File: src/hdl/bmq_pkg.sv
// bmq_pkg: shared types, codes and defaults of the bounded message queue
// used by every module of the block, no dependencies
package bmq_pkg;

  localparam int SLOT_BYTES_DEF   = 64;
  localparam int QUEUE_DEPTH_DEF  = 16;
  localparam int WAITER_SLOTS_DEF = 8;

  localparam int CFG_IDX_W  = 2;
  localparam int CFG_DATA_W = 7;

  localparam logic [CFG_IDX_W-1:0] CFG_MAX_BYTES = 2'd0;
  localparam logic [CFG_IDX_W-1:0] CFG_MAX_MSGS  = 2'd1;
  localparam logic [CFG_IDX_W-1:0] CFG_EVENT_EN  = 2'd2;

  localparam logic [2:0] CMD_SEND      = 3'd0;
  localparam logic [2:0] CMD_RECV      = 3'd1;
  localparam logic [2:0] CMD_WAIT_AV   = 3'd2;
  localparam logic [2:0] CMD_WAIT_FULL = 3'd3;
  localparam logic [2:0] CMD_CANCEL    = 3'd4;

  localparam logic [1:0] KIND_STATUS = 2'd0;
  localparam logic [1:0] KIND_BYTE   = 2'd1;
  localparam logic [1:0] KIND_DONE   = 2'd2;
  localparam logic [1:0] KIND_EVENT  = 2'd3;

  localparam logic [2:0] ST_OK        = 3'd0;
  localparam logic [2:0] ST_SIZE      = 3'd1;
  localparam logic [2:0] ST_FULL      = 3'd2;
  localparam logic [2:0] ST_EMPTY     = 3'd3;
  localparam logic [2:0] ST_ALREADY   = 3'd4;
  localparam logic [2:0] ST_LIST_FULL = 3'd5;

  typedef struct packed {
    logic [2:0] cmd;
    logic [7:0] requester;
    logic [7:0] data_byte;
    logic       last_byte;
    logic [7:0] rx_buf_len;
  } in_word_t;

  typedef struct packed {
    logic [1:0] kind;
    logic [2:0] status;
    logic [7:0] done_requester;
    logic       completion;
    logic [7:0] out_byte;
    logic       last;
  } out_word_t;

  typedef enum logic [2:0] {
    R_IDLE  = 3'd0,
    R_FINAL = 3'd1,
    R_AVSW  = 3'd2,
    R_FULSW = 3'd3,
    R_RECV  = 3'd4
  } route_t;

  typedef struct packed {
    logic accept;
    logic decode;
    logic sweep_av;
    logic sweep_full;
    logic emit_event;
    logic emit_final;
    logic rd_issue;
    logic emit_byte;
  } ctl_cmd_t;

  typedef struct packed {
    route_t route;
    logic   out_free;
    logic   sweep_go;
    logic   sweep_end;
    logic   fills;
    logic   event_en;
    logic   byte_last;
  } dp_stat_t;

endpackage

File: src/hdl/bmq_ctrl.sv
// bmq_ctrl: sequencer of the message queue, one word in flight at a time
// depends on bmq_pkg
module bmq_ctrl (
  input  logic              clk,
  input  logic              rst_n,
  input  logic              in_valid,
  output logic              in_stall,
  input  bmq_pkg::dp_stat_t stat,
  output bmq_pkg::ctl_cmd_t cmd
);
  import bmq_pkg::*;

  typedef enum logic [7:0] {
    S_IDLE   = 8'b0000_0001,
    S_DECODE = 8'b0000_0010,
    S_AVSW   = 8'b0000_0100,
    S_EVENT  = 8'b0000_1000,
    S_FULSW  = 8'b0001_0000,
    S_FINAL  = 8'b0010_0000,
    S_RD     = 8'b0100_0000,
    S_EMIT   = 8'b1000_0000
  } state_t;

  state_t state_r, state_nxt;

  always_ff @(posedge clk) begin
    if (!rst_n) state_r <= S_IDLE;
    else        state_r <= state_nxt;
  end

  always_comb begin
    state_nxt = state_r;
    case (state_r)
      S_IDLE:   if (in_valid) state_nxt = S_DECODE;
      S_DECODE: begin
        case (stat.route)
          R_FINAL: state_nxt = S_FINAL;
          R_AVSW:  state_nxt = S_AVSW;
          R_FULSW: state_nxt = S_FULSW;
          R_RECV:  state_nxt = S_RD;
          default: state_nxt = S_IDLE;
        endcase
      end
      S_AVSW: begin
        if (stat.sweep_go && stat.sweep_end) begin
          if (stat.event_en)   state_nxt = S_EVENT;
          else if (stat.fills) state_nxt = S_FULSW;
          else                 state_nxt = S_FINAL;
        end
      end
      S_EVENT:  if (stat.out_free) state_nxt = stat.fills ? S_FULSW : S_FINAL;
      S_FULSW:  if (stat.sweep_go && stat.sweep_end) state_nxt = S_FINAL;
      S_FINAL:  if (stat.out_free) state_nxt = S_IDLE;
      S_RD:     state_nxt = S_EMIT;
      S_EMIT:   if (stat.out_free) state_nxt = stat.byte_last ? S_IDLE : S_RD;
      default:  state_nxt = S_IDLE;
    endcase
  end

  assign in_stall       = (state_r != S_IDLE);
  assign cmd.accept     = (state_r == S_IDLE) && in_valid;
  assign cmd.decode     = (state_r == S_DECODE);
  assign cmd.sweep_av   = (state_r == S_AVSW);
  assign cmd.sweep_full = (state_r == S_FULSW);
  assign cmd.emit_event = (state_r == S_EVENT);
  assign cmd.emit_final = (state_r == S_FINAL);
  assign cmd.rd_issue   = (state_r == S_RD);
  assign cmd.emit_byte  = (state_r == S_EMIT);

endmodule

File: config.mk
export PLATFORM = sky130hd
export DESIGN_NAME = bmq_ctrl
export DESIGN_NICKNAME = d
export VERILOG_FILES = /design/src/hdl/bmq_pkg.sv /design/src/hdl/bmq_ctrl.sv
export SDC_FILE = /design/constraint.sdc
export NUM_CORES = 1
export LEC_CHECK = 0
export ABC_CLOCK_PERIOD_IN_PS = 5550
export BUFFER_PORTS_ARGS = -buffer_cell sky130_fd_sc_hd__buf_2
export CORE_AREA = 2 2 39 41
export DETAILED_ROUTE_END_ITERATION = 8
export DIE_AREA = 0 0 41 43
export HOLD_SLACK_MARGIN = 0.08
export PLACE_DENSITY = 0.85
export SKIP_CTS_REPAIR_TIMING = 1
export SYNTH_ARGS = -nofsm -noshare
export SYNTH_HDL_FRONTEND = slang
export SYNTH_SLANG_ARGS = --single-unit
export TNS_END_PERCENT = 10
File: constraint.sdc
create_clock -name clk -period 5.55 [get_ports clk]
set_clock_uncertainty 0.2 [all_clocks]
set_input_delay 0.2775 -clock clk [delete_from_list [all_inputs] [get_ports clk]]
set_output_delay 0.2775 -clock clk [all_outputs]
set_load 0.02 [all_outputs]
[After elaboration in Yosys (flattened, before gate mapping)]
Cells that the tools add are included.
Storage, ports and cells
  word-level logic and storage cells: 34
  output and inout port bits: 9
  input port bits: 12
  bits in registers: 8
Cells by class
  multiplexer cells: 11
  equality and inequality tests: 19
  reduce and logical (&&, ||, !) cells: 3
Operators with widths (count)
  8-bit case mux with 8 select lines: 1
  8-bit 2-to-1 mux: 6
  7-bit case mux with 4 select lines: 1
  6-bit 2-to-1 mux: 2
  8-bit by 1-bit == test with 1-bit output (second input constant): 1
  8-bit by 2-bit == test with 1-bit output (second input constant): 1
  8-bit by 3-bit == test with 1-bit output (second input constant): 1
  8-bit by 4-bit == test with 1-bit output (second input constant): 1
  8-bit by 5-bit == test with 1-bit output (second input constant): 1
  8-bit by 6-bit == test with 1-bit output (second input constant): 1
  8-bit by 7-bit == test with 1-bit output (second input constant): 1
  8-bit == test (second input constant): 1
  2-bit inequality test (second input constant): 4
  8-bit by 1-bit inequality test with 1-bit output (second input constant): 1
  7-bit 2-to-1 mux: 1
  3-bit by 2-bit == test with 1-bit output (second input constant): 2
  6-bit AND reduction: 1
  2-bit by 1-bit inequality test with 1-bit output (second input constant): 2
  3-bit by 1-bit == test with 1-bit output (second input constant): 1
  3-bit == test (second input constant): 1
  1-bit logical AND: 2

[Depth between registers and ports, before layout]
Gate-level depths: netlist of the first run.
  depth after elaboration: 4
  gate-level depth with buffers: 7
  gate-level depth less buffers: 5

[Least setup slack after synthesis of the first run]
Ideal clock, no wire load.
  kind: register to register
  start: register state_r[0]
  end: register state_r[0]
  data required time: 5279 ps
  clock period less this slack: 2442 ps
  cell stages (with the launch flop): 6
  path buffers: 0
  library setup time: 71 ps
  setup slack: 3108 ps
  arrival time: 2170 ps
  path through: dfxtp_1 or4_4 or3_1 nor3b_1 a221oi_1 o21bai_1
RTL lines
  from (decl): line bmq_ctrl.sv:24  | state_t state_r, state_nxt;
  from (signal assigned): line bmq_ctrl.sv:28  | else state_r <= state_nxt;

==> results.cfg, run 1 <==
[setup_path]
worstSetupPathType = flip-flop to output port
critical_path_required_ns = 5.07
crit_start = state_r[5]$_SDFFE_PN0P_
rr_startpoint = state_r[5]$_SDFFE_PN0P_
start_kind = flip-flop
max_stage_delay_ns = 0.63
path_max_fanout = 7
cp-endpoint = cmd[7]
reg2reg_depth = 5
critPathCaptureType = output port
rrSetupSlack_ns = 3.28
worstReg2RegEnd = state_r[5]$_SDFFE_PN0P_
path_cells = or4_1 -> or4_4 -> nor2_1 -> buf_2
cp_slowest_cell = or4_1
arrival_ns = 2.11

[sta]
fin_tns_setup_ns = 0
final_max_slew_viol_count = 0
rsz0062_at_grt = false
period_minus_slack_ns = 2.59
tightest_slew_ns = 0.464
post-route-period-util_pct = 46.6
fmax_mhz = 386
setup_viol = 0
final-hold-violation-count = 0
slew_headroom_pct = 68.8

[yosys]
ys_seq_elements = 8
ys.flop_type = dfxtp_1
synth-edff-count = 0
async_flop_share_pct = 0
netlist-cell-type-count = 37
synth.top_cells.by_area = dfxtp_1, nor3_1, o21ai_0, or3_1, nor2_1
synth_most_common_cell = dfxtp_1
yosysTopAreaCellShare_pct = 25.8
syn_inst = 80
syn_area_um2 = 622
synthesis.nets = 92
postSynthAreaPerCell_um2 = 7.77
yosysWarnings = 0
ys_top_cells_by_count = dfxtp_1, nor3_1, o21ai_0
seq_area_frac_synth_pct = 25.8
netlist.top_cell.by_area = dfxtp_1

[power_and_ir_drop]
seq_power_share_pct = 30.0
p_int_mw = 0.154
clkPwrFrac_pct = 18.1
power.leakage_nw = 0.345
power_density_nw_per_um2 = 354
netSwitchingPower_mw = 0.110
irDropWorstVdd_uv = 192
pwr-share-comb_pct = 51.8
swShare_pct = 41.6

[placed_design]
io_buffers = 20
routabilityCongestion = 0.856
placed_area_um2 = 722
dpl.hpwl_um = 1180

[cts]
numCtsBuffers = 3
clk_latency_ns = 0.26
clk_pin_slew_ns = 0.06
cts_root_buf = clkbuf_4
clockBufferDepth = 2
htreeDepth = 1
tritoncts_num_sinks = 8
cts_tree = built

[final_layout]
nNetsFinal = 114
top_regs = state_r: 8 flops
top_register = state_r
drive_above_1_share_pct = 30.0
largest_reg_flops = 8
syn_to_final_growth_pct = 19.7
diodes = 0
final_area_um2 = 744
fin_util_pct = 53.8

[grt]
antenna_found_initial = 0
first_global_vias = 644
grt_pass1_wl_um = 2620
track_usage_pct = 21.3
overflow = 0
busiest_layer = met2
met1_usage_pct = 27.0
grtUsageMet3_pct = 1.57
grt_max_degree = 10
grtUsageMet2_pct = 34.4

[detailed_routing]
route.vias.total = 679
drt_pass1_iterations = 4
wl_um = 1550
drc = 0
avgRoutedWirePerCell_um = 13.3
routed_via_density = 5.85
drt-initial-drc-count = 24
final_antenna_net_count = 0

[die]
fp.dieH_um = 43
io_pins = 21
dieArea_um2 = 1760
initial_core_util_pct = 44.9
core_area_um2 = 1380
die_x_um = 41
rows = 14

[hold_path]
hold_path.class = input port to flip-flop

[run]
maxCapViolCount = 0

[run_status]
status = complete, no violations
cell usage in the layout (no fill, tap or decap), types with 3 or more instances in the layout:
cell type	instances
or3_1	4
dfxtp_1	8
nand2b_1	3
nor2_1	6
o21ai_0	7
clkbuf_4	3
nor3_1	7
inv_1	5
buf_2	20
critical path, delay by kind of cell, from the launching register on:
| kind | cells | cell delay (ns) |
|---|---|---|
| AND/OR/NAND/NOR | 3 | 1.30 |
| flip-flops | 1 | 0.38 |
| buffers and inverters | 1 | 0.17 |
power by group through the flow:
| stage | sequential [mW] | clock (mW) | combinational (mW) |
|---|---|---|---|
| after floorplan | 0.0767 | 0 | 0.106 |
| after CTS | 0.0789 | 0.0469 | 0.137 |
| after global routing | 0.0810 | 0.0513 | 0.150 |
| after global placement | 0.0791 | 0 | 0.132 |
| after detailed placement | 0.0802 | 0 | 0.133 |
| final | 0.0792 | 0.0478 | 0.137 |
logic make-up (layout without fill, tap and decap cells):
logic type	count (synthesis)	after routing	synth area share, %
and+or+nand+nor	40	40	40.4
AOI/OAI and AO/OA	20	20	21.9
DFF	8	8	25.8
buffers and inverters	8	28	6.24
xor gates and xnor gates	4	4	5.63
worst min path at each step:
stage | startpoint | endpoint | slack, ns | depth (start not counted)
2_1_floorplan | rst_n | state_r[1]$_SDFFE_PN0P_ | 0.20 | 1
3_3_place_gp | state_r[3]$_SDFFE_PN0P_ | state_r[3]$_SDFFE_PN0P_ | 0.33 | 2
3_5_place_dp | state_r[3]$_SDFFE_PN0P_ | state_r[3]$_SDFFE_PN0P_ | 0.35 | 2
4_1_cts | rst_n | state_r[5]$_SDFFE_PN0P_ | 0.11 | 2
5_1_grt | rst_n | state_r[5]$_SDFFE_PN0P_ | 0.13 | 2
6_report | rst_n | state_r[5]$_SDFFE_PN0P_ | 0.11 | 2
final cells by class:
class	count	area [um^2]
well taps	16	20.0
fillers	138	639
clock buffers	3	22.5
multi-input cells	64	423
flip-flops and latches	8	160
inverters	5	18.8
repair buffers	20	100
per-layer routing:
metal | part of all wire [%] | wire, um | vias up
met5 | 0 | 0 | -
met4 | 2.7 | 41 | 0
met3 | 3.2 | 50 | 5
met2 | 52 | 805 | 16
met1 | 42 | 649 | 319
li1 | - | - | 339
stage by stage:
stage,power (mW),setup slack [ns],hold WS (ns),cells
floorplan,0.183,3.11,0.199,80
global placement,0.211,3.27,0.332,113
detailed placement,0.213,3.26,0.354,113
CTS,0.263,2.97,0.113,116
global route,0.283,2.83,0.126,116
finish,0.264,2.96,0.108,116
Note: power is estimated with default switching activity, not from simulation.
==> inputs of run 2 (changes only) <==
--- a/config.mk
+++ b/config.mk
@@ -5,13 +5,14 @@
 export SDC_FILE = /design/constraint.sdc
 export NUM_CORES = 1
 export LEC_CHECK = 0
-export ABC_CLOCK_PERIOD_IN_PS = 5550
+export ABC_AREA = 1
+export ABC_CLOCK_PERIOD_IN_PS = 2700
 export BUFFER_PORTS_ARGS = -buffer_cell sky130_fd_sc_hd__buf_2
-export CORE_AREA = 2 2 39 41
+export CORE_MARGIN = 2
+export CORE_UTILIZATION = 50
 export DETAILED_ROUTE_END_ITERATION = 8
-export DIE_AREA = 0 0 41 43
 export HOLD_SLACK_MARGIN = 0.08
-export PLACE_DENSITY = 0.85
+export PLACE_DENSITY = 0.87
 export SKIP_CTS_REPAIR_TIMING = 1
 export SYNTH_ARGS = -nofsm -noshare
 export SYNTH_HDL_FRONTEND = slang
==> constraint.sdc (replaced) <==
create_clock -name clk -period 2.7 [get_ports clk]
set_clock_uncertainty 0.2 [all_clocks]
set_input_delay 0.135 -clock clk [delete_from_list [all_inputs] [get_ports clk]]
set_output_delay 0.135 -clock clk [all_outputs]
set_load 0.02 [all_outputs]
==> results.cfg, run 2 <==
[cts]
tritoncts_num_sinks = 8
numCtsBuffers = 3
cts_root_buf = clkbuf_4
clk_latency_ns = 0.26
clk_pin_slew_ns = 0.06
clockBufferDepth = 2
cts_tree = built
htreeDepth = 1

[run]
maxCapViolCount = 0

[final_layout]
final_common_cell = nand2_1
diodes = 0
nFillCells = 120
multi_input_area_um2 = 495
top_register = state_r
largest_reg_flops = 8
syn_to_final_growth_pct = 28.2
regArea_um2 = 160
drive_above_1_share_pct = 39.1
final_cell_mix = nand2_1, buf_2, nor2_1, inv_1, inv_2
nNetsFinal = 165
final_cells = 167
top_regs = state_r: 8 flops

[die]
fp.dieH_um = 42.8
die_x_um = 42.8
rows = 14
io_pins = 21
initial_core_util_pct = 51.8
dieArea_um2 = 1830
core_area_um2 = 1450

[yosys]
yosysTopAreaCellShare_pct = 21.3
ys.flop_type = dfxtp_1
syn_area_um2 = 753
synth_most_common_cell = nand2_1
netlist-cell-type-count = 19
postSynthAreaPerCell_um2 = 6.22
synth-edff-count = 0
synthesis.nets = 133
ys_top_cells_by_count = nand2_1, nor2_1, inv_1
synth.top_cells.by_area = dfxtp_1, nand2_1, nor2_1, nand2_4, inv_1
ys_seq_elements = 8
yosysWarnings = 0
syn_inst = 121
async_flop_share_pct = 0
netlist.top_cell.by_area = dfxtp_1
seq_area_frac_synth_pct = 21.3

[detailed_routing]
avgRoutedWirePerCell_um = 10.9
drt_pass1_iterations = 4
drc = 0
routed_via_density = 4.95
route.vias.total = 826
wl_um = 1820
final_antenna_net_count = 0
drt-initial-drc-count = 20

[grt]
overflow = 0
grt_max_degree = 8
track_usage_pct = 22.5
grt_pass1_wl_um = 3120
first_global_vias = 749
antenna_found_initial = 0

[setup_path]
path_max_fanout = 7
cp_slowest_cell = dlygate4sd3_1
crit_top_cell = dlygate4sd3_1
critPathCaptureType = flip-flop
critical_path_required_ns = 2.71
arrival_ns = 2.42
worstSetupPathType = flip-flop to flip-flop
start_kind = flip-flop
path_cells = nor2_2 -> nand3_2 -> nor2_4 -> nand4_1 -> dlygate4sd3_1 -> a21oi_1 -> dlygate4sd3_1
max_stage_delay_ns = 0.57

[sta]
rsz0062_at_grt = false
setup_viol = 0
post-route-period-util_pct = 89.3
fin_tns_setup_ns = 0
final_max_slew_viol_count = 0
final-hold-violation-count = 0
fmax_mhz = 415
slew_headroom_pct = 81.4
period_minus_slack_ns = 2.41
tightest_slew_ns = 0.277

[power_and_ir_drop]
irDropWorstVdd_uv = 376
power_mw = 0.789
power_density_nw_per_um2 = 817
power.leakage_nw = 0.568

[placed_design]
dpl.hpwl_um = 1430
io_buffers = 20
routabilityCongestion = 0.827
post-place-cells = 157

[hold_path]
hold_path.class = input port to flip-flop

[run_status]
status = complete, no violations
run 2: cell types whose count changed after synthesis, sizes merged, moves of 3 or more:
cell | previous run | this run
nor2 | 7 | 26
inv | 5 | 26
or4 | 3 | 0
nand2 | 2 | 39
nand2b | 5 | 0
or3 | 4 | 0
nor3 | 7 | 2
nand3 | 0 | 13
o21ai | 7 | 1
run 2: critical path, delay by kind of cell (launching register included):
family	cells	cell delay, ns
flip-flops	1	0.33
AO/OA/AOI/OAI	1	0.12
AND/OR/NAND/NOR	4	0.58
buffers and inverters	2	1.13
run 2: metal layers:
metal  global-route usage (%)  share of wire (%)
met1                     26.8                 43
met2                     39.1                 49
met3                     2.55                5.1
met4                     11.3                3.0
met5                        0                  0
run 2: layout make-up:
type / count / area share [%]
Timing Repair Buffer: 27 / 17.6
Inverter: 26 / 10.1
Sequential cell: 8 / 16.6
Multi-Input combinational cell: 87 / 51.3
Clock buffer: 3 / 2.33
Tap cell: 16 / 2.07
run 2: through the flow:
stage / instance area [um^2] / worst slack (ns) / utilization [%] / hold WS, ns
after floorplan: 753 / 1.22 / - / 0.0608
after global placement: 873 / 1.25 / 60.1 / 0.232
after detailed placement: 873 / 1.24 / 60.1 / 0.238
after CTS: 896 / 0.912 / 61.6 / -0.0352
after global routing: 966 / 0.160 / 66.4 / 0.122
final: 966 / 0.288 / 66.4 / 0.0689
run 2: final timing paths:
kind              cells past startpoint                     from                       to  slack, ns
setup / recovery                      7  state_r[4]$_SDFFE_PN0P_  state_r[2]$_SDFFE_PN0P_       0.29
hold / removal                        5                  stat[8]  state_r[6]$_SDFFE_PN0P_       0.07
setup reg to reg                      7  state_r[4]$_SDFFE_PN0P_  state_r[2]$_SDFFE_PN0P_       0.29
hold reg to reg                       4  state_r[5]$_SDFFE_PN0P_  state_r[5]$_SDFFE_PN0P_       0.41
run 2: kinds of logic after synthesis:
family          Yosys count  synth area share (%)
compound gates            4                  2.66
xor+xnor                  1                  1.16
buf+inv                  26                  13.0
flops                     8                  21.3
simple gates             82                  62.0
run 2: power breakdown:
| group | switching (mW) | total, mW | internal, mW | leakage [nW] |
|---|---|---|---|---|
| clock | 0.0465 | 0.0978 | 0.0513 | 0.0138 |
| sequential | 0.0239 | 0.171 | 0.147 | 0.0653 |
| combinational | 0.339 | 0.520 | 0.181 | 0.489 |
| total | 0.409 | 0.789 | 0.380 | 0.568 |
